`src/hw/rtl/cat_pkg.sv`:
```
// Shared types and constants for the connection address table.
// Holds the command, status and sequencer state codes and the stream field widths.
// No dependencies.
`default_nettype none

package cat_pkg;

    localparam int CMD_W       = 2;
    localparam int HANDLE_W    = 16;
    localparam int MAC_W       = 48;
    localparam int STATUS_W    = 3;
    localparam int S_TDATA_W   = 72;
    localparam int M_TDATA_W   = 56;

    typedef enum logic [CMD_W-1:0] {
        CMD_REMEMBER = 2'd0,
        CMD_QUERY    = 2'd1,
        CMD_TAKE     = 2'd2
    } t_cmd;

    typedef enum logic [STATUS_W-1:0] {
        STAT_UPDATED   = 3'd0,
        STAT_INSERTED  = 3'd1,
        STAT_DROPPED   = 3'd2,
        STAT_FOUND     = 3'd3,
        STAT_NOT_FOUND = 3'd4
    } t_status;

    typedef enum logic [1:0] {
        ST_IDLE   = 2'd0,
        ST_SCAN   = 2'd1,
        ST_RESULT = 2'd2
    } t_state;

endpackage

`default_nettype wire

```
`src/hw/rtl/cat_ram.sv`:
```
// Simple dual-port synchronous RAM with one write port and one registered read port.
// Used for the handle and peer address stores of the table; no dependencies.
`default_nettype none

module cat_ram #(
    parameter int DEPTH = 8,
    parameter int WIDTH = 16,
    parameter int AW    = 3
) (
    input  wire logic             i_clk,
    input  wire logic             i_we,
    input  wire logic [AW-1:0]    i_waddr,
    input  wire logic [WIDTH-1:0] i_wdata,
    input  wire logic             i_re,
    input  wire logic [AW-1:0]    i_raddr,
    output logic      [WIDTH-1:0] o_rdata
);

    logic [WIDTH-1:0] r_mem [DEPTH];

    always_ff @(posedge i_clk) begin
        if (i_we) begin
            r_mem[i_waddr] <= i_wdata;
        end
    end

    always_ff @(posedge i_clk) begin
        if (i_re) begin
            o_rdata <= r_mem[i_raddr];
        end
    end

endmodule

`default_nettype wire

```
`src/hw/rtl/cat_ctrl.sv`:
```
// Lookup sequencer: holds the valid bits, scans the handle store one entry per cycle
// and issues the writes and the address read that finish each request. Uses cat_pkg.
`default_nettype none

module cat_ctrl #(
    parameter int TABLE_ENTRIES = 8,
    parameter int IDX_W         = 3
) (
    input  wire logic                           i_clk,
    input  wire logic                           i_rst_n,
    input  wire logic                           i_req_valid,
    output logic                                o_req_ready,
    input  wire logic [cat_pkg::CMD_W-1:0]      i_cmd,
    input  wire logic [cat_pkg::HANDLE_W-1:0]   i_handle,
    input  wire logic [cat_pkg::MAC_W-1:0]      i_mac,
    output logic                                o_res_valid,
    input  wire logic                           i_res_ready,
    output logic [cat_pkg::STATUS_W-1:0]        o_status,
    output logic [cat_pkg::MAC_W-1:0]           o_mac,
    output logic                                o_key_we,
    output logic                                o_addr_we,
    output logic [IDX_W-1:0]                    o_waddr,
    output logic [cat_pkg::HANDLE_W-1:0]        o_key_wdata,
    output logic [cat_pkg::MAC_W-1:0]           o_addr_wdata,
    output logic                                o_key_re,
    output logic [IDX_W-1:0]                    o_key_raddr,
    input  wire logic [cat_pkg::HANDLE_W-1:0]   i_key_rdata,
    output logic                                o_addr_re,
    output logic [IDX_W-1:0]                    o_addr_raddr,
    input  wire logic [cat_pkg::MAC_W-1:0]      i_addr_rdata
);

    import cat_pkg::*;

    localparam int CNT_W = $clog2(TABLE_ENTRIES + 1);
    localparam logic [CNT_W-1:0] LAST_CNT = CNT_W'(TABLE_ENTRIES);
    localparam logic [IDX_W-1:0] LAST_IDX = IDX_W'(TABLE_ENTRIES - 1);

    t_state                  r_state, n_state;
    t_cmd                    r_cmd, n_cmd;
    logic [HANDLE_W-1:0]     r_key, n_key;
    logic [MAC_W-1:0]        r_mac, n_mac;
    t_status                 r_status, n_status;
    logic [TABLE_ENTRIES-1:0] r_valid, n_valid;
    logic [CNT_W-1:0]        r_rd_cnt, n_rd_cnt;
    logic                    r_cmp_vld, n_cmp_vld;
    logic [IDX_W-1:0]        r_cmp_idx, n_cmp_idx;
    logic                    r_free_found, n_free_found;
    logic [IDX_W-1:0]        r_free_idx, n_free_idx;

    logic                    hit;
    logic                    last;
    logic                    cur_free_found;
    logic [IDX_W-1:0]        cur_free_idx;

    always_ff @(posedge i_clk) begin
        if (!i_rst_n) begin
            r_state   <= ST_IDLE;
            r_valid   <= '0;
            r_cmp_vld <= 1'b0;
        end else begin
            r_state   <= n_state;
            r_valid   <= n_valid;
            r_cmp_vld <= n_cmp_vld;
        end
    end

    always_ff @(posedge i_clk) begin
        r_cmd        <= n_cmd;
        r_key        <= n_key;
        r_mac        <= n_mac;
        r_status     <= n_status;
        r_rd_cnt     <= n_rd_cnt;
        r_cmp_idx    <= n_cmp_idx;
        r_free_found <= n_free_found;
        r_free_idx   <= n_free_idx;
    end

    always_comb begin
        hit            = r_cmp_vld && r_valid[r_cmp_idx] && (i_key_rdata == r_key);
        last           = r_cmp_vld && (r_cmp_idx == LAST_IDX);
        cur_free_found = r_free_found || (r_cmp_vld && !r_valid[r_cmp_idx]);
        cur_free_idx   = r_free_found ? r_free_idx : r_cmp_idx;
    end

    always_comb begin
        n_state      = r_state;
        n_cmd        = r_cmd;
        n_key        = r_key;
        n_mac        = r_mac;
        n_status     = r_status;
        n_valid      = r_valid;
        n_rd_cnt     = r_rd_cnt;
        n_cmp_vld    = 1'b0;
        n_cmp_idx    = r_cmp_idx;
        n_free_found = r_free_found;
        n_free_idx   = r_free_idx;

        o_req_ready  = 1'b0;
        o_res_valid  = 1'b0;
        o_status     = r_status;
        o_mac        = (r_status == STAT_FOUND) ? i_addr_rdata : '0;
        o_key_we     = 1'b0;
        o_addr_we    = 1'b0;
        o_waddr      = r_cmp_idx;
        o_key_wdata  = r_key;
        o_addr_wdata = r_mac;
        o_key_re     = 1'b0;
        o_key_raddr  = r_rd_cnt[IDX_W-1:0];
        o_addr_re    = 1'b0;
        o_addr_raddr = r_cmp_idx;

        case (r_state)
            ST_IDLE: begin
                o_req_ready = 1'b1;
                if (i_req_valid) begin
                    n_cmd        = t_cmd'(i_cmd);
                    n_key        = i_handle;
                    n_mac        = i_mac;
                    n_rd_cnt     = '0;
                    n_free_found = 1'b0;
                    case (t_cmd'(i_cmd))
                        CMD_REMEMBER, CMD_QUERY, CMD_TAKE: begin
                            n_state = ST_SCAN;
                        end
                        default: begin
                            n_status = STAT_NOT_FOUND;
                            n_state  = ST_RESULT;
                        end
                    endcase
                end
            end
            ST_SCAN: begin
                if (r_rd_cnt < LAST_CNT) begin
                    o_key_re  = 1'b1;
                    n_rd_cnt  = r_rd_cnt + CNT_W'(1);
                    n_cmp_vld = 1'b1;
                    n_cmp_idx = r_rd_cnt[IDX_W-1:0];
                end
                if (r_cmp_vld && !r_valid[r_cmp_idx] && !r_free_found) begin
                    n_free_found = 1'b1;
                    n_free_idx   = r_cmp_idx;
                end
                if (hit) begin
                    n_cmp_vld = 1'b0;
                    n_state   = ST_RESULT;
                    case (r_cmd)
                        CMD_REMEMBER: begin
                            o_addr_we = 1'b1;
                            n_status  = STAT_UPDATED;
                        end
                        CMD_TAKE: begin
                            o_addr_re            = 1'b1;
                            n_valid[r_cmp_idx]   = 1'b0;
                            n_status             = STAT_FOUND;
                        end
                        default: begin
                            o_addr_re = 1'b1;
                            n_status  = STAT_FOUND;
                        end
                    endcase
                end else if (last) begin
                    n_cmp_vld = 1'b0;
                    n_state   = ST_RESULT;
                    case (r_cmd)
                        CMD_REMEMBER: begin
                            if (cur_free_found) begin
                                o_key_we              = 1'b1;
                                o_addr_we             = 1'b1;
                                o_waddr               = cur_free_idx;
                                n_valid[cur_free_idx] = 1'b1;
                                n_status              = STAT_INSERTED;
                            end else begin
                                n_status = STAT_DROPPED;
                            end
                        end
                        default: begin
                            n_status = STAT_NOT_FOUND;
                        end
                    endcase
                end
            end
            ST_RESULT: begin
                o_res_valid = 1'b1;
                if (i_res_ready) begin
                    n_state = ST_IDLE;
                end
            end
            default: begin
                n_state = ST_IDLE;
            end
        endcase
    end

endmodule

`default_nettype wire

```
`src/hw/rtl/connection_address_table.sv`:
```
// Top level of the connection address table: stream ports, result register,
// the handle and address stores and the lookup sequencer. Uses cat_pkg, cat_ram, cat_ctrl.
//
// Channel   Direction  Payload
// s_axis    in         tdata: command[1:0], conn_handle[17:2], peer_mac[65:18]
// m_axis    out        tdata: status[2:0], mac_out[50:3]
//
// A request scans the handle store at one entry per cycle until a match or the last
// entry, through the registered read port; an unknown command skips the scan.
// Reset clears the valid bits at once; there is no clearing pass.
// A result waits in the output register while the next request is already accepted
// and scanned; a stalled m_axis holds the sequencer only when the next result is ready.
`default_nettype none

module connection_address_table #(
    parameter int TABLE_ENTRIES = 8
) (
    input  wire logic                            i_clk,
    input  wire logic                            i_rst_n,
    input  wire logic                            s_axis_tvalid,
    output logic                                 s_axis_tready,
    // command, conn_handle, peer_mac from the lowest bit up
    input  wire logic [cat_pkg::S_TDATA_W-1:0]   s_axis_tdata,
    output logic                                 m_axis_tvalid,
    input  wire logic                            m_axis_tready,
    // status, mac_out from the lowest bit up
    output logic [cat_pkg::M_TDATA_W-1:0]        m_axis_tdata
);

    import cat_pkg::*;

    localparam int IDX_W = (TABLE_ENTRIES > 1) ? $clog2(TABLE_ENTRIES) : 1;

    logic                 res_valid;
    logic                 res_ready;
    logic [STATUS_W-1:0]  res_status;
    logic [MAC_W-1:0]     res_mac;
    logic                 key_we;
    logic                 addr_we;
    logic [IDX_W-1:0]     waddr;
    logic [HANDLE_W-1:0]  key_wdata;
    logic [MAC_W-1:0]     addr_wdata;
    logic                 key_re;
    logic [IDX_W-1:0]     key_raddr;
    logic [HANDLE_W-1:0]  key_rdata;
    logic                 addr_re;
    logic [IDX_W-1:0]     addr_raddr;
    logic [MAC_W-1:0]     addr_rdata;

    logic                 r_m_valid, n_m_valid;
    logic [STATUS_W-1:0]  r_m_status, n_m_status;
    logic [MAC_W-1:0]     r_m_mac, n_m_mac;

    cat_ctrl #(
        .TABLE_ENTRIES (TABLE_ENTRIES),
        .IDX_W         (IDX_W)
    ) u_ctrl (
        .i_clk        (i_clk),
        .i_rst_n      (i_rst_n),
        .i_req_valid  (s_axis_tvalid),
        .o_req_ready  (s_axis_tready),
        .i_cmd        (s_axis_tdata[CMD_W-1:0]),
        .i_handle     (s_axis_tdata[CMD_W +: HANDLE_W]),
        .i_mac        (s_axis_tdata[CMD_W+HANDLE_W +: MAC_W]),
        .o_res_valid  (res_valid),
        .i_res_ready  (res_ready),
        .o_status     (res_status),
        .o_mac        (res_mac),
        .o_key_we     (key_we),
        .o_addr_we    (addr_we),
        .o_waddr      (waddr),
        .o_key_wdata  (key_wdata),
        .o_addr_wdata (addr_wdata),
        .o_key_re     (key_re),
        .o_key_raddr  (key_raddr),
        .i_key_rdata  (key_rdata),
        .o_addr_re    (addr_re),
        .o_addr_raddr (addr_raddr),
        .i_addr_rdata (addr_rdata)
    );

    cat_ram #(
        .DEPTH (TABLE_ENTRIES),
        .WIDTH (HANDLE_W),
        .AW    (IDX_W)
    ) u_key_ram (
        .i_clk   (i_clk),
        .i_we    (key_we),
        .i_waddr (waddr),
        .i_wdata (key_wdata),
        .i_re    (key_re),
        .i_raddr (key_raddr),
        .o_rdata (key_rdata)
    );

    cat_ram #(
        .DEPTH (TABLE_ENTRIES),
        .WIDTH (MAC_W),
        .AW    (IDX_W)
    ) u_addr_ram (
        .i_clk   (i_clk),
        .i_we    (addr_we),
        .i_waddr (waddr),
        .i_wdata (addr_wdata),
        .i_re    (addr_re),
        .i_raddr (addr_raddr),
        .o_rdata (addr_rdata)
    );

    always_comb begin
        res_ready  = !r_m_valid || m_axis_tready;
        n_m_valid  = r_m_valid;
        n_m_status = r_m_status;
        n_m_mac    = r_m_mac;
        if (res_ready) begin
            n_m_valid = res_valid;
            if (res_valid) begin
                n_m_status = res_status;
                n_m_mac    = res_mac;
            end
        end
    end

    always_ff @(posedge i_clk) begin
        if (!i_rst_n) begin
            r_m_valid <= 1'b0;
        end else begin
            r_m_valid <= n_m_valid;
        end
    end

    always_ff @(posedge i_clk) begin
        r_m_status <= n_m_status;
        r_m_mac    <= n_m_mac;
    end

    assign m_axis_tvalid = r_m_valid;
    assign m_axis_tdata  = {(M_TDATA_W - STATUS_W - MAC_W)'(0), r_m_mac, r_m_status};

endmodule

`default_nettype wire
```
`config.mk`:
```
export PLATFORM = sky130hd
export DESIGN_NAME = connection_address_table
export DESIGN_NICKNAME = d
export VERILOG_FILES = /design/src/hw/rtl/cat_pkg.sv /design/src/hw/rtl/cat_ram.sv /design/src/hw/rtl/cat_ctrl.sv /design/src/hw/rtl/connection_address_table.sv
export SDC_FILE = /design/constraint.sdc
export NUM_CORES = 1
export LEC_CHECK = 0
export BUFFER_PORTS_ARGS = -buffer_cell sky130_fd_sc_hd__buf_2
export CORE_UTILIZATION = 36
export CTS_CLUSTER_SIZE = 14
export DETAILED_ROUTE_END_ITERATION = 12
export PLACE_DENSITY_LB_ADDON = 0.25
export SLEW_MARGIN = 20
export SYNTH_ARGS = -nofsm -noshare
export SYNTH_HDL_FRONTEND = slang
export SYNTH_SLANG_ARGS = --single-unit
```
`constraint.sdc`:
```
create_clock -name i_clk -period 10.95 [get_ports i_clk]
set_clock_uncertainty 0.15 [all_clocks]
set_input_delay 1.095 -clock i_clk [delete_from_list [all_inputs] [get_ports i_clk]]
set_output_delay 1.095 -clock i_clk [all_outputs]
set_load 0.02 [all_outputs]
```
==> metrics <==
status finished clean; Final Setup Violations 0; Final #Nets 1538; FF+latch count, synth 719; # diodes 0; post-CTS sizing 0; max-cap viol count 0; synth warn 0; sequential element share of the synthesized area 0.829; largest cells by area after synthesis edfxtp_1 82%, a22oi_1 4.5%, mux4_2 3.0%; synthesis-to-finish area growth 16.6%; CTS tree yes; Synth top area share 0.819; CORE AREA 70600 um2; hpwl dp 29.1 mm; Least-Margin Pin Slew 1030 ps; DRT Pass-1 Iters 5; Power Dens Cells 191 nW/um2; Final Hold Viols 0; Hold Crit Class reg -> reg; Crit path required time 11030 ps; Slew Limit Fails 0; Synth Instances 1298; share of cells above drive strength 1 0.227; worst setup path class reg -> reg; mapped cell area 25900 um2; Routed Antenna Nets 0; full die area 73000 um2; Starting Density 0.367; Total GRT Usage 0.160; leading cell types by count after synthesis 707 x edfxtp_1, 154 x a22oi_1, 51 x and2_1; Layout Cells excl Fill 2458; Clk pin slew, worst setup/hold paths 60 ps; drc violations 0; WL final 58.4 mm; Reg area 21500 um2; drt via density 5.23; final cycle utilization of the critical path 0.407; Clock Latency Late Sink 630 ps; Die W 270 um; count leader, synth edfxtp_1; # IOs 134; Clock H-tree levels 3; CTS Buf Count 73; number of global-route vias before repair 13300; dpl cells 2326; Post-synth EDFFs 707; worst-path fanout max 48; CTS sink count 719; Max Clock Freq 224 MHz; Vias 12857; Slew headroom 0.310; initial antenna violation count 1; FP Rows 97; Worst Setup End Kind register; port bufs 122; GRT overflow 0; Worst setup SP type register; Lkg Pwr 9.59 nW; synth unique cells 61; Arrival @ worst endpoint 4530 ps; drt wl/cell 23.8 um; Chip Height 270 um; GP Congestion 0.759; DRT iter0 DRCs 1039; first-pass GRT wire length 86.4 mm; Peak supply drop 116 uV; Max Buffers Root-to-Sink 3; Final TNS setup 0 ps; RSZ-0062 raised after global routing false; CTS Hold Bufs 0; syn avg cell area 20.0 um2; layout filler cell count 6190; dominant cell type by area after synthesis edfxtp_1; root buf cell clkbuf_16; setup bufs post-CTS 0; Tmin final 4460 ps; Async SR Flop Fraction 0; commonest register cell after synthesis edfxtp_1; largest net degree at the start of global routing 52; area of the multi-input gates 4320 um2
## stage by stage
| stage | power, W | utilization | cell area (um2) | hold slack [ps] | setup slack, ps |
|---|---|---|---|---|---|
| CTS | 0.00583 | 0.428 | 30200 | 312 | 6510 |
| global route | 0.00594 | 0.428 | 30200 | 335 | 6340 |
| floorplan | 0.00329 | - | 25900 | 271 | 4580 |
| detailed placement | 0.00338 | 0.394 | 27800 | 300 | 6520 |
| finish | 0.00577 | 0.428 | 30200 | 310 | 6490 |
| global placement | 0.00338 | 0.394 | 27800 | 293 | 6530 |
## final cells by class
cell class / instances / area share
Timing Repair Buffer: 152 / 0.0279
Sequential cell: 719 / 0.711
Clock buffer: 92 / 0.0642
Inverter: 10 / 0.00128
Tap cell: 940 / 0.0389
Clock inverter: 40 / 0.0143
Multi-Input combinational cell: 505 / 0.143
## worst max-delay path, cell delays in order (launching register included)
cell      delay [ps]
edfxtp_1         830
inv_1            340
mux2i_4          320
or3_4            440
o21ai_4          310
o31a_1           610
nor3b_4          280
buf_4            720
## cell families after synthesis
logic type      share of synthesized area
flops                               0.829
compound gates                     0.0695
simple gates                       0.0438
buf+inv                            0.0123
mux                                0.0390
xor+xnor                          0.00609
fa+ha+maj                        0.000483
other cells                      0.000145
## cell usage in the layout, fill, tap and decap left out, types with 3 or more instances in the layout
| cell type | n |
|---|---|
| clkbuf_1 | 16 |
| edfxtp_1 | 707 |
| nand2b_1 | 5 |
| a21oi_1 | 4 |
| inv_1 | 9 |
| o211ai_1 | 5 |
| nand3_1 | 24 |
| bufinv_16 | 6 |
| nand2_1 | 17 |
| nor3_1 | 6 |
| a221oi_1 | 16 |
| nor2_4 | 4 |
| nor3b_4 | 3 |
| dfxtp_1 | 12 |
| o21a_1 | 4 |
| nor3_2 | 7 |
| and3_2 | 3 |
| and2_1 | 51 |
| o211a_1 | 3 |
| clkinv_2 | 15 |
| conb_1 | 5 |
| nor3b_1 | 3 |
| nor2_1 | 11 |
| mux4_2 | 35 |
| clkinv_1 | 12 |
| nand4_1 | 33 |
| a31oi_1 | 4 |
| o21ai_0 | 9 |
| mux2_2 | 16 |
| buf_2 | 122 |
| buf_4 | 29 |
| clkbuf_16 | 74 |
| nor4_1 | 6 |
| a22o_1 | 16 |
| xor2_1 | 17 |
| a22oi_1 | 154 |
## where the power goes
group	leakage, nW	internal [W]	switching, W
clock	1.15	0.00141	0.00103
sequential	6.50	0.00307	0.0000427
combinational	1.93	0.0000802	0.000128
## per-layer routing
metal,part of all wire,GRT usage
met5,0,0
met4,0.017,0.0442
met3,0.052,0.0272
met2,0.49,0.268
met1,0.44,0.215
## sequential cells by signal, indices dropped and copies added, names as in the netlist, 4 cells and up
register,flops
r_m_mac,48
u_ctrl.o_key_wdata,16
u_ctrl.r_valid,8
u_addr_ram.r_mem,384
u_ctrl.o_addr_wdata,48
u_addr_ram.o_rdata,48
u_key_ram.r_mem,128
u_ctrl.r_rd_cnt,4
u_key_ram.o_rdata,16
## final timing paths
check                                                      start                           endpoint  slack, ps  depth (start not counted)
worst min-delay path            u_ctrl.o_status[0]$_SDFFCE_PN0P_            r_m_status[0]$_DFFE_PP_        310                          0
worst max-delay path            u_ctrl.o_addr_raddr[2]$_DFFE_PP_  u_addr_ram.r_mem[6][39]$_DFFE_PP_       6490                          7
worst max register to register  u_ctrl.o_addr_raddr[2]$_DFFE_PP_  u_addr_ram.r_mem[6][39]$_DFFE_PP_       6490                          7
worst min register to register  u_ctrl.o_status[0]$_SDFFCE_PN0P_            r_m_status[0]$_DFFE_PP_        310                          0
Power figures use the tool's default switching activity.
